===== src/hw/rtl/cube_map_face_select_uv_unit_assert.svh =====
// assertion macros for the cube map face select rtl
`ifndef CUBE_MAP_FACE_SELECT_UV_UNIT_ASSERT_SVH
`define CUBE_MAP_FACE_SELECT_UV_UNIT_ASSERT_SVH

// same-cycle implication, checked outside reset
`define CMFS_ASSERT_HOLDS(lbl, clk, rst_n, ante, cons, msg) \
  lbl: assert property (@(posedge clk) disable iff (!rst_n) (ante) |-> (cons)) \
    else $error(msg);

// next-cycle implication, checked outside reset
`define CMFS_ASSERT_NEXT(lbl, clk, rst_n, ante, cons, msg) \
  lbl: assert property (@(posedge clk) disable iff (!rst_n) (ante) |=> (cons)) \
    else $error(msg);

`endif


===== src/hw/rtl/cmfs_pkg.sv =====
// shared types and constants for the cube map face select unit
package cmfs_pkg;

  localparam int DIR_W          = 16;  // signed direction component
  localparam int MAG_W          = 16;  // magnitude, up to 2^15
  localparam int NUM_W          = 17;  // sc + ma, up to 2^16
  localparam int FACE_W         = 3;
  localparam int COORD_W        = 16;  // output coordinate port width
  localparam int COORD_BITS_DEF = 16;

  localparam logic [FACE_W-1:0] FACE_PX = 3'd0;
  localparam logic [FACE_W-1:0] FACE_NX = 3'd1;
  localparam logic [FACE_W-1:0] FACE_PY = 3'd2;
  localparam logic [FACE_W-1:0] FACE_NY = 3'd3;
  localparam logic [FACE_W-1:0] FACE_PZ = 3'd4;
  localparam logic [FACE_W-1:0] FACE_NZ = 3'd5;

  // side info that rides along the divider stages
  typedef struct packed {
    logic [FACE_W-1:0] face;
    logic              degen;
  } side_t;

endpackage


===== src/hw/rtl/cmfs_div_stage.sv =====
// one registered restoring-division step for the u and v lanes
module cmfs_div_stage import cmfs_pkg::*; #(
  parameter int QW = COORD_BITS_DEF + 1
) (
  input  logic             clk,
  input  logic             en,
  input  side_t            side_i,
  input  logic [MAG_W-1:0] m_i,
  input  logic [MAG_W-1:0] r_u_i,
  input  logic [QW-1:0]    q_u_i,
  input  logic [MAG_W-1:0] r_v_i,
  input  logic [QW-1:0]    q_v_i,
  output side_t            side_o,
  output logic [MAG_W-1:0] m_o,
  output logic [MAG_W-1:0] r_u_o,
  output logic [QW-1:0]    q_u_o,
  output logic [MAG_W-1:0] r_v_o,
  output logic [QW-1:0]    q_v_o
);

  side_t            side_r;
  logic [MAG_W-1:0] m_r, r_u_r, r_v_r, r_u_nxt, r_v_nxt;
  logic [QW-1:0]    q_u_r, q_v_r, q_u_nxt, q_v_nxt;
  logic [MAG_W:0]   r2_u, r2_v, d_u, d_v;
  logic             bit_u, bit_v;

  always_comb begin
    r2_u  = {r_u_i, 1'b0};
    r2_v  = {r_v_i, 1'b0};
    d_u   = r2_u - {1'b0, m_i};
    d_v   = r2_v - {1'b0, m_i};
    bit_u = (r2_u >= {1'b0, m_i});
    bit_v = (r2_v >= {1'b0, m_i});
    r_u_nxt = bit_u ? d_u[MAG_W-1:0] : r2_u[MAG_W-1:0];
    r_v_nxt = bit_v ? d_v[MAG_W-1:0] : r2_v[MAG_W-1:0];
    q_u_nxt = {q_u_i[QW-2:0], bit_u};
    q_v_nxt = {q_v_i[QW-2:0], bit_v};
  end

  always_ff @(posedge clk) begin
    if (en) begin
      side_r <= side_i;
      m_r    <= m_i;
      r_u_r  <= r_u_nxt;
      r_v_r  <= r_v_nxt;
      q_u_r  <= q_u_nxt;
      q_v_r  <= q_v_nxt;
    end
  end

  assign side_o = side_r;
  assign m_o    = m_r;
  assign r_u_o  = r_u_r;
  assign q_u_o  = q_u_r;
  assign r_v_o  = r_v_r;
  assign q_v_o  = q_v_r;

endmodule


===== src/hw/rtl/cube_map_face_select_uv_unit.sv =====
// top level of the cube map face select unit with fixed-point face coordinates
//
//   channel | ports                                     | direction
//   --------+-------------------------------------------+----------
//   in      | in_valid, in_ready, in_dir_x/y/z          | to unit
//   out     | out_valid, out_ready, out_face,           | from unit
//           | out_coord_u, out_coord_v, out_degenerate  |
//
// one item per cycle sustained while the skid slot is free; the stages come from
// the bit-per-stage divider: one stage for the integer part, COORD_BITS - 1
// stages for fraction bits, plus abs, select, add and output register stages
// rst_n is synchronous; it clears the valid bits of every stage and the skid slot
// the whole pipeline moves on one enable; a one-item skid slot behind the output
// register catches the item in flight when out_ready drops, so nothing is lost
`include "cube_map_face_select_uv_unit_assert.svh"

module cube_map_face_select_uv_unit import cmfs_pkg::*; #(
  parameter int COORD_BITS = COORD_BITS_DEF
) (
  input  logic                     clk,
  input  logic                     rst_n,
  input  logic                     in_valid,
  output logic                     in_ready,
  input  logic signed [DIR_W-1:0]  in_dir_x,
  input  logic signed [DIR_W-1:0]  in_dir_y,
  input  logic signed [DIR_W-1:0]  in_dir_z,
  output logic                     out_valid,
  input  logic                     out_ready,
  output logic [FACE_W-1:0]        out_face,
  output logic [COORD_W-1:0]       out_coord_u,
  output logic [COORD_W-1:0]       out_coord_v,
  output logic                     out_degenerate
);

  // quotient is COORD_BITS + 1 wide: integer part 0..2 plus fraction bits
  localparam int QW    = COORD_BITS + 1;
  localparam int NSTEP = COORD_BITS - 1;
  localparam int NV    = 4 + NSTEP;      // stages before the output register
  localparam int EXT_W = COORD_BITS + COORD_W;

  typedef struct packed {
    logic [FACE_W-1:0]  face;
    logic [COORD_W-1:0] cu;
    logic [COORD_W-1:0] cv;
    logic               degen;
  } res_t;

  // output and skid valid bits; the skid bit is needed by the global advance
  logic o_valid_r, o_valid_nxt, sk_valid_r, sk_valid_nxt;

  // global advance: the pipeline moves whenever the skid slot is free
  logic          en;
  logic [NV-1:0] v_r, v_nxt;

  assign en       = !sk_valid_r;
  assign in_ready = en;
  assign v_nxt    = {v_r[NV-2:0], in_valid};

  always_ff @(posedge clk) begin
    if (!rst_n) begin
      v_r <= '0;
    end else if (en) begin
      v_r <= v_nxt;
    end
  end

  // stage 1: magnitudes; the negation is one bit wider so -32768 does not wrap
  logic signed [DIR_W-1:0] s1_x_r, s1_y_r, s1_z_r;
  logic [MAG_W-1:0]        s1_ax_r, s1_ay_r, s1_az_r;
  logic [MAG_W-1:0]        ax_nxt, ay_nxt, az_nxt;
  logic signed [DIR_W:0]   xe, ye, ze, xn, yn, zn;

  always_comb begin
    xe = {in_dir_x[DIR_W-1], in_dir_x};
    ye = {in_dir_y[DIR_W-1], in_dir_y};
    ze = {in_dir_z[DIR_W-1], in_dir_z};
    xn = -xe;
    yn = -ye;
    zn = -ze;
    ax_nxt = in_dir_x[DIR_W-1] ? xn[MAG_W-1:0] : xe[MAG_W-1:0];
    ay_nxt = in_dir_y[DIR_W-1] ? yn[MAG_W-1:0] : ye[MAG_W-1:0];
    az_nxt = in_dir_z[DIR_W-1] ? zn[MAG_W-1:0] : ze[MAG_W-1:0];
  end

  always_ff @(posedge clk) begin
    if (en) begin
      s1_x_r  <= in_dir_x;
      s1_y_r  <= in_dir_y;
      s1_z_r  <= in_dir_z;
      s1_ax_r <= ax_nxt;
      s1_ay_r <= ay_nxt;
      s1_az_r <= az_nxt;
    end
  end

  // stage 2: major axis by strict compare; a tie goes to the later axis, z over y over x
  logic signed [DIR_W:0] s2_sc_r, s2_tc_r, sc_nxt, tc_nxt;
  logic signed [DIR_W:0] x1, y1, z1;
  logic [MAG_W-1:0]      s2_ma_r, ma_nxt;
  side_t                 s2_side_r, side2_nxt;
  logic                  x_maj, y_maj, x_pos, y_pos, z_pos;

  always_comb begin
    x1    = {s1_x_r[DIR_W-1], s1_x_r};
    y1    = {s1_y_r[DIR_W-1], s1_y_r};
    z1    = {s1_z_r[DIR_W-1], s1_z_r};
    x_maj = (s1_ax_r > s1_ay_r) && (s1_ax_r > s1_az_r);
    y_maj = !x_maj && (s1_ay_r > s1_az_r);
    // positive means strictly above zero
    x_pos = !s1_x_r[DIR_W-1] && (s1_x_r != '0);
    y_pos = !s1_y_r[DIR_W-1] && (s1_y_r != '0);
    z_pos = !s1_z_r[DIR_W-1] && (s1_z_r != '0);
    side2_nxt.degen = (s1_ax_r == '0) && (s1_ay_r == '0) && (s1_az_r == '0);
    if (x_maj) begin
      ma_nxt = s1_ax_r;
      tc_nxt = y1;
      if (x_pos) begin
        side2_nxt.face = FACE_PX;
        sc_nxt         = z1;
      end else begin
        side2_nxt.face = FACE_NX;
        sc_nxt         = -z1;
      end
    end else if (y_maj) begin
      ma_nxt = s1_ay_r;
      sc_nxt = x1;
      if (y_pos) begin
        side2_nxt.face = FACE_PY;
        tc_nxt         = z1;
      end else begin
        side2_nxt.face = FACE_NY;
        tc_nxt         = -z1;
      end
    end else begin
      ma_nxt = s1_az_r;
      tc_nxt = y1;
      if (z_pos) begin
        side2_nxt.face = FACE_PZ;
        sc_nxt         = -x1;
      end else begin
        side2_nxt.face = FACE_NZ;
        sc_nxt         = x1;
      end
    end
  end

  always_ff @(posedge clk) begin
    if (en) begin
      s2_sc_r   <= sc_nxt;
      s2_tc_r   <= tc_nxt;
      s2_ma_r   <= ma_nxt;
      s2_side_r <= side2_nxt;
    end
  end

  // stage 3: shift into [0, 2*ma]
  logic [NUM_W-1:0] s3_nu_r, s3_nv_r;
  logic [MAG_W-1:0] s3_ma_r;
  side_t            s3_side_r;
  logic [NUM_W:0]   su, sv;

  always_comb begin
    su = {s2_sc_r[DIR_W], s2_sc_r} + {2'b00, s2_ma_r};
    sv = {s2_tc_r[DIR_W], s2_tc_r} + {2'b00, s2_ma_r};
  end

  always_ff @(posedge clk) begin
    if (en) begin
      s3_nu_r   <= su[NUM_W-1:0];
      s3_nv_r   <= sv[NUM_W-1:0];
      s3_ma_r   <= s2_ma_r;
      s3_side_r <= s2_side_r;
    end
  end

  // stage 4: integer part of num / ma is 0, 1 or 2; remainder stays below ma
  logic [MAG_W-1:0] s4_ru_r, s4_rv_r, ru_nxt, rv_nxt;
  logic [1:0]       s4_iu_r, s4_iv_r, iu_nxt, iv_nxt;
  logic [MAG_W-1:0] s4_ma_r;
  side_t            s4_side_r;
  logic [NUM_W-1:0] m1, m2, u_m1, u_m2, v_m1, v_m2;

  always_comb begin
    m1   = {1'b0, s3_ma_r};
    m2   = {s3_ma_r, 1'b0};
    u_m1 = s3_nu_r - m1;
    u_m2 = s3_nu_r - m2;
    v_m1 = s3_nv_r - m1;
    v_m2 = s3_nv_r - m2;
    if (s3_nu_r >= m2) begin
      iu_nxt = 2'd2;
      ru_nxt = u_m2[MAG_W-1:0];
    end else if (s3_nu_r >= m1) begin
      iu_nxt = 2'd1;
      ru_nxt = u_m1[MAG_W-1:0];
    end else begin
      iu_nxt = 2'd0;
      ru_nxt = s3_nu_r[MAG_W-1:0];
    end
    if (s3_nv_r >= m2) begin
      iv_nxt = 2'd2;
      rv_nxt = v_m2[MAG_W-1:0];
    end else if (s3_nv_r >= m1) begin
      iv_nxt = 2'd1;
      rv_nxt = v_m1[MAG_W-1:0];
    end else begin
      iv_nxt = 2'd0;
      rv_nxt = s3_nv_r[MAG_W-1:0];
    end
  end

  always_ff @(posedge clk) begin
    if (en) begin
      s4_ru_r   <= ru_nxt;
      s4_rv_r   <= rv_nxt;
      s4_iu_r   <= iu_nxt;
      s4_iv_r   <= iv_nxt;
      s4_ma_r   <= s3_ma_r;
      s4_side_r <= s3_side_r;
    end
  end

  // fraction stages: one quotient bit per lane per stage
  side_t            ch_side [0:NSTEP];
  logic [MAG_W-1:0] ch_m    [0:NSTEP];
  logic [MAG_W-1:0] ch_ru   [0:NSTEP];
  logic [MAG_W-1:0] ch_rv   [0:NSTEP];
  logic [QW-1:0]    ch_qu   [0:NSTEP];
  logic [QW-1:0]    ch_qv   [0:NSTEP];

  assign ch_side[0] = s4_side_r;
  assign ch_m[0]    = s4_ma_r;
  assign ch_ru[0]   = s4_ru_r;
  assign ch_rv[0]   = s4_rv_r;
  assign ch_qu[0]   = QW'(s4_iu_r);
  assign ch_qv[0]   = QW'(s4_iv_r);

  for (genvar k = 0; k < NSTEP; k++) begin : g_div
    cmfs_div_stage #(
      .QW (QW)
    ) u_step (
      .clk    (clk),
      .en     (en),
      .side_i (ch_side[k]),
      .m_i    (ch_m[k]),
      .r_u_i  (ch_ru[k]),
      .q_u_i  (ch_qu[k]),
      .r_v_i  (ch_rv[k]),
      .q_v_i  (ch_qv[k]),
      .side_o (ch_side[k+1]),
      .m_o    (ch_m[k+1]),
      .r_u_o  (ch_ru[k+1]),
      .q_u_o  (ch_qu[k+1]),
      .r_v_o  (ch_rv[k+1]),
      .q_v_o  (ch_qv[k+1])
    );
  end

  // saturate: only num == 2*ma reaches 2^COORD_BITS; keep the low port bits
  logic [COORD_BITS-1:0] sat_u, sat_v;
  logic [EXT_W-1:0]      ext_u, ext_v;
  res_t                  p_res;
  logic                  pv;

  always_comb begin
    sat_u = ch_qu[NSTEP][QW-1] ? '1 : ch_qu[NSTEP][QW-2:0];
    sat_v = ch_qv[NSTEP][QW-1] ? '1 : ch_qv[NSTEP][QW-2:0];
    ext_u = EXT_W'(sat_u);
    ext_v = EXT_W'(sat_v);
    p_res.face  = ch_side[NSTEP].face;
    p_res.degen = ch_side[NSTEP].degen;
    // zero vector: nothing to divide by, coordinates forced to zero
    p_res.cu    = ch_side[NSTEP].degen ? '0 : ext_u[COORD_W-1:0];
    p_res.cv    = ch_side[NSTEP].degen ? '0 : ext_v[COORD_W-1:0];
    pv          = v_r[NV-1];
  end

  // output register plus skid slot
  res_t o_r, o_nxt, sk_r, sk_nxt;

  always_comb begin
    o_nxt        = o_r;
    o_valid_nxt  = o_valid_r;
    sk_nxt       = sk_r;
    sk_valid_nxt = sk_valid_r;
    if (!o_valid_r || out_ready) begin
      if (sk_valid_r) begin
        o_nxt        = sk_r;
        o_valid_nxt  = 1'b1;
        sk_valid_nxt = 1'b0;
      end else begin
        o_nxt       = p_res;
        o_valid_nxt = pv;
      end
    end else if (pv && !sk_valid_r) begin
      // output stalled: park the item that just left the pipeline
      sk_nxt       = p_res;
      sk_valid_nxt = 1'b1;
    end
  end

  always_ff @(posedge clk) begin
    if (!rst_n) begin
      o_valid_r  <= 1'b0;
      sk_valid_r <= 1'b0;
    end else begin
      o_valid_r  <= o_valid_nxt;
      sk_valid_r <= sk_valid_nxt;
    end
  end

  always_ff @(posedge clk) begin
    o_r  <= o_nxt;
    sk_r <= sk_nxt;
  end

  assign out_valid      = o_valid_r;
  assign out_face       = o_r.face;
  assign out_coord_u    = o_r.cu;
  assign out_coord_v    = o_r.cv;
  assign out_degenerate = o_r.degen;

  `CMFS_ASSERT_HOLDS(a_skid_behind_out, clk, rst_n, sk_valid_r, o_valid_r,
    "skid slot holds an item while the output register is empty")
  `CMFS_ASSERT_HOLDS(a_skid_fill_on_stall, clk, rst_n, $rose(sk_valid_r),
    $past(o_valid_r && !out_ready), "skid slot filled without an output stall")
  `CMFS_ASSERT_HOLDS(a_degen_zero, clk, rst_n, o_valid_r && o_r.degen,
    o_r.face == FACE_NZ && o_r.cu == '0 && o_r.cv == '0,
    "degenerate item with nonzero coordinates or wrong face")
  `CMFS_ASSERT_HOLDS(a_face_range, clk, rst_n, o_valid_r, o_r.face <= FACE_NZ,
    "face index out of range")

endmodule

===== config.mk =====
export PLATFORM = sky130hd
export DESIGN_NAME = cube_map_face_select_uv_unit
export DESIGN_NICKNAME = d
export VERILOG_FILES = /design/src/hw/rtl/cmfs_pkg.sv /design/src/hw/rtl/cmfs_div_stage.sv /design/src/hw/rtl/cube_map_face_select_uv_unit.sv
export VERILOG_INCLUDE_DIRS = /design/src /design/src/hw/rtl
export SDC_FILE = /design/constraint.sdc
export NUM_CORES = 2
export LEC_CHECK = 0
export BUFFER_PORTS_ARGS = -buffer_cell sky130_fd_sc_hd__buf_4
export CAP_MARGIN = 20
export CORE_UTILIZATION = 58
export DETAILED_ROUTE_END_ITERATION = 8
export GPL_TIMING_DRIVEN = 0
export PLACE_DENSITY = 0.77
export SYNTH_ARGS = -nofsm -noshare
export SYNTH_HDL_FRONTEND = slang
export SYNTH_SLANG_ARGS = --single-unit

===== constraint.sdc =====
create_clock -name clk -period 25.9 [get_ports clk]
set_input_delay 1.295 -clock clk [delete_from_list [all_inputs] [get_ports clk]]
set_output_delay 1.295 -clock clk [all_outputs]
set_load 0.005 [all_outputs]

==> results.tsv <==
stage	metric	value	unit
outcome	outcome	complete, no violations	
hold_path	hold_class	reg -> reg	
cts	clock_sinks	1382	
synthesis	synth_edf_count	1361	
timing	period_share	22.01	%
timing	setup-violations-final	0	
place	dp_hpwl	143800	um
routing	drc	0	
routing	first_iter_violations	4930	
place	portBuffers	89	
global_route	grt_overflow	0	
synthesis	netlist_area	0.07889	mm2
synthesis	syn_avg_cell_area	11.90	um2
synthesis	synth_fp_nets	7346	
synthesis	synth_area_leaders	edfxtp_1, ha_1, mux2_2, xnor2_1, a21oi_1	
critical_path	reg2reg_from	s1_z_r[0]	
critical_path	crit_fanout	46	
die	io_pins	90	
routing	routed_wirelength	187600	um
critical_path	crit_path_start_kind	register	
global_route	grt_max_degree	49	
critical_path	cp_slowest_cell	clkinvlp_4	
timing	worst_pin_slew	937.8	ps
critical_path	cpPeakStageDelay	600	ps
critical_path	startpoint	sk_valid_r	
die	die_h	370.8	um
timing	relSlewSlack	37.48	%
critical_path	cpLargestDelayFamily	buffers and inverters	
routing	wire_per_inst	21.32	um
place	postPlaceCellArea	0.08247	mm2
die	fp.dieW	370.8	um
critical_path	crit_chain	clkbuf_1, clkbuf_1, clkbuf_1, clkinvlp_4, buf_12, buf_12, buf_12, buf_12, buf_4	
routing	dr.pass1.iters	6	
global_route	grt_pass1_vias	51480	
layout	final_net_count	7621	
critical_path	cp.required	24600	ps
die	start_util	58.82	%
cts	hold_buffers	0	
timing	max_clock_freq	0.1754	GHz
synthesis	synth_cell_types	98	
synthesis	synth_simple_gate_area_share	9.927	%
cts	clk_pin_slew	60	ps
global_route	antenna_found_initial	4	
die	die-area	0.1375	mm2
synthesis	ys_seq_area_share	52.34	%
synthesis	synth_compound_area_share	12.41	%
routing	viasPerCell	6.072	
synthesis	async_flop_share	0	%
cts	cts_resized	0	
synthesis	synth_common_cells	edfxtp_1, ha_1, inv_1, nor2_1, a21oi_1	
critical_path	worstSetupEndpointType	primary output	
cts	post-cts-setup-buffer-count	0	
timing	hold_viol_final	0	
synthesis	yosysWarnings	0	
global_route	grt_pass1_wl	288300	um
timing	min_period	5701	ps
cts	clockBufferDepth	3	
cts	numCtsBuffers	149	
routing	vias	53430	
routing	ant_nets	0	
cts	htree_levels	4	
synthesis	synth_ff_type	edfxtp_1	
timing	hold_ws	392.6	ps
die	core-area	0.1341	mm2
synthesis	synth_top_family_by_area	compound AO/OA/AOI/OAI gates	
layout	final_area	0.08762	mm2
synthesis	synthXorXnorAreaFrac	4.807	%
synthesis	synthDominantCellAreaShare	51.80	%
critical_path	cp_num_buf_inv	9	
synthesis	muxShareOfSynthArea	6.431	%
synthesis	ys_ff_latch	1382	
global_route	track_usage	27.19	%
critical_path	cp.arrival	4410	ps
critical_path	cp_common_cell	buf_12	
cts	tritoncts	built	
timing	rsz0062_at_grt	no	
synthesis	yosysTopAreaCell	edfxtp_1	
job	drv_cap	0	
timing	maxSlewViolCount	0	
layout	syn_to_final_growth	11.06	%
layout	drive_gt1_share	12.19	%
synthesis	post-synth-top-count-cell	edfxtp_1	
synthesis	netlist_instances	6631	
place	gp_congestion	0.9709	
hold_path	min-delay-start	g_div[12].u_step.q_v_o[8]	
critical_path	criticalPathCategory	reg -> out	
cts	root_buffer	clkbuf_16	
die	row_count	134	
cts	clock_latency	800	ps
timing	finalClockSkew	46.87	ps
synthesis	synthAdderAreaFrac	10.84	%
## worst reg2reg max path, stage by stage, from the launching register on
cell	delay (ps)
edfxtp_1	660
inv_1	190
ha_1	210
nor3b_1	520
nand3b_1	220
nor4_2	270
nand2_1	150
or3_1	380
or3_1	330
ha_1	220
o21ai_1	400
clkbuf_1	460
mux2i_1	270
a21oi_1	160
## final timing paths
path | end | slack, ps | cells after the start
max | in_ready | 20200 | 9
min | g_div[13].u_step.q_v_o[9] | 390 | 0
max reg2reg | s2_sc_r[1] | 21140 | 13
min reg2reg | g_div[13].u_step.q_v_o[9] | 390 | 0
## state kept, by name, indices dropped and copies added (netlist names), 17 cells and up
name,count
g_div.u_step.m_o,224
g_div.u_step.r_u_o,224
g_div.u_step.r_v_o,224
g_div.u_step.q_u_o,150
g_div.u_step.q_v_o,150
g_div.u_step.side_o,60
sk_r,36
v_r,19
s2_sc_r,17
s2_tc_r,17
s3_nu_r,17
s3_nv_r,17
## cell families (layout without fill, tap and decap cells)
kind of cell,after synthesis,count (layout)
buffers and inverters,642,1042
XOR/XNOR,433,433
AO/OA/AOI/OAI,1468,1468
AND/OR/NAND/NOR,1579,1579
other,0,1
flip-flops,1382,1382
multiplexers,464,464
adder cells (fa/ha/maj),663,663
## cell type report
cell class	count	area [um2]
Clock inverter	98	1184
Inverter	497	1869
Buffer	145	701.9
Fill cell	9920	46510
Clock buffer	178	3961
Multi-Input combinational cell	4607	35040
Timing Repair Buffer	124	1354
Antenna cell	1	2.502
Tap cell	1768	2212
Sequential cell	1382	41290
## routing by layer
metal	vias to the layer above	track usage, %	routed length, um
li1	25500	-	-
met2	1871	43.23	86030
met4	2	7.083	4126
met5	-	0	9
met1	25760	38.60	83230
met3	292	4.764	14180
## per-stage QoR
stage	setup TNS, ps	worst slack [ps]	instances	util (%)
detailed placement	0	21050	8523	61.49
global route	0	20000	8799	65.32
finish	0	20200	8800	65.32
floorplan	0	4633	6631	-
global placement	-3056450	-2465	8488	60.97
CTS	0	20160	8799	65.32
## cell usage in the layout (no fill, tap or decap), types with 38 or more instances in the layout
master	Yosys	layout
xnor2_1	298	298
clkbuf_1	75	95
nor3_1	106	106
o21a_1	48	48
nor2b_1	135	135
nand2_1	282	282
nor4_1	87	87
mux2i_1	124	124
xor2_1	135	135
clkbuf_16	0	152
a31oi_1	55	55
buf_2	39	39
edfxtp_1	1361	1361
o21ai_0	305	305
nor2_1	492	492
nand4_1	71	71
nand3_1	147	147
and3_1	38	38
o31ai_1	84	84
o21bai_1	49	49
a21o_1	168	168
nand2b_1	64	63
buf_4	18	107
a21boi_0	40	40
mux2_2	339	339
ha_1	629	629
a21oi_1	395	395
inv_1	495	494
Power is left out: the tool's default activity adds up to more than one toggle a clock period on the data nets, which glitch-free logic cannot reach.
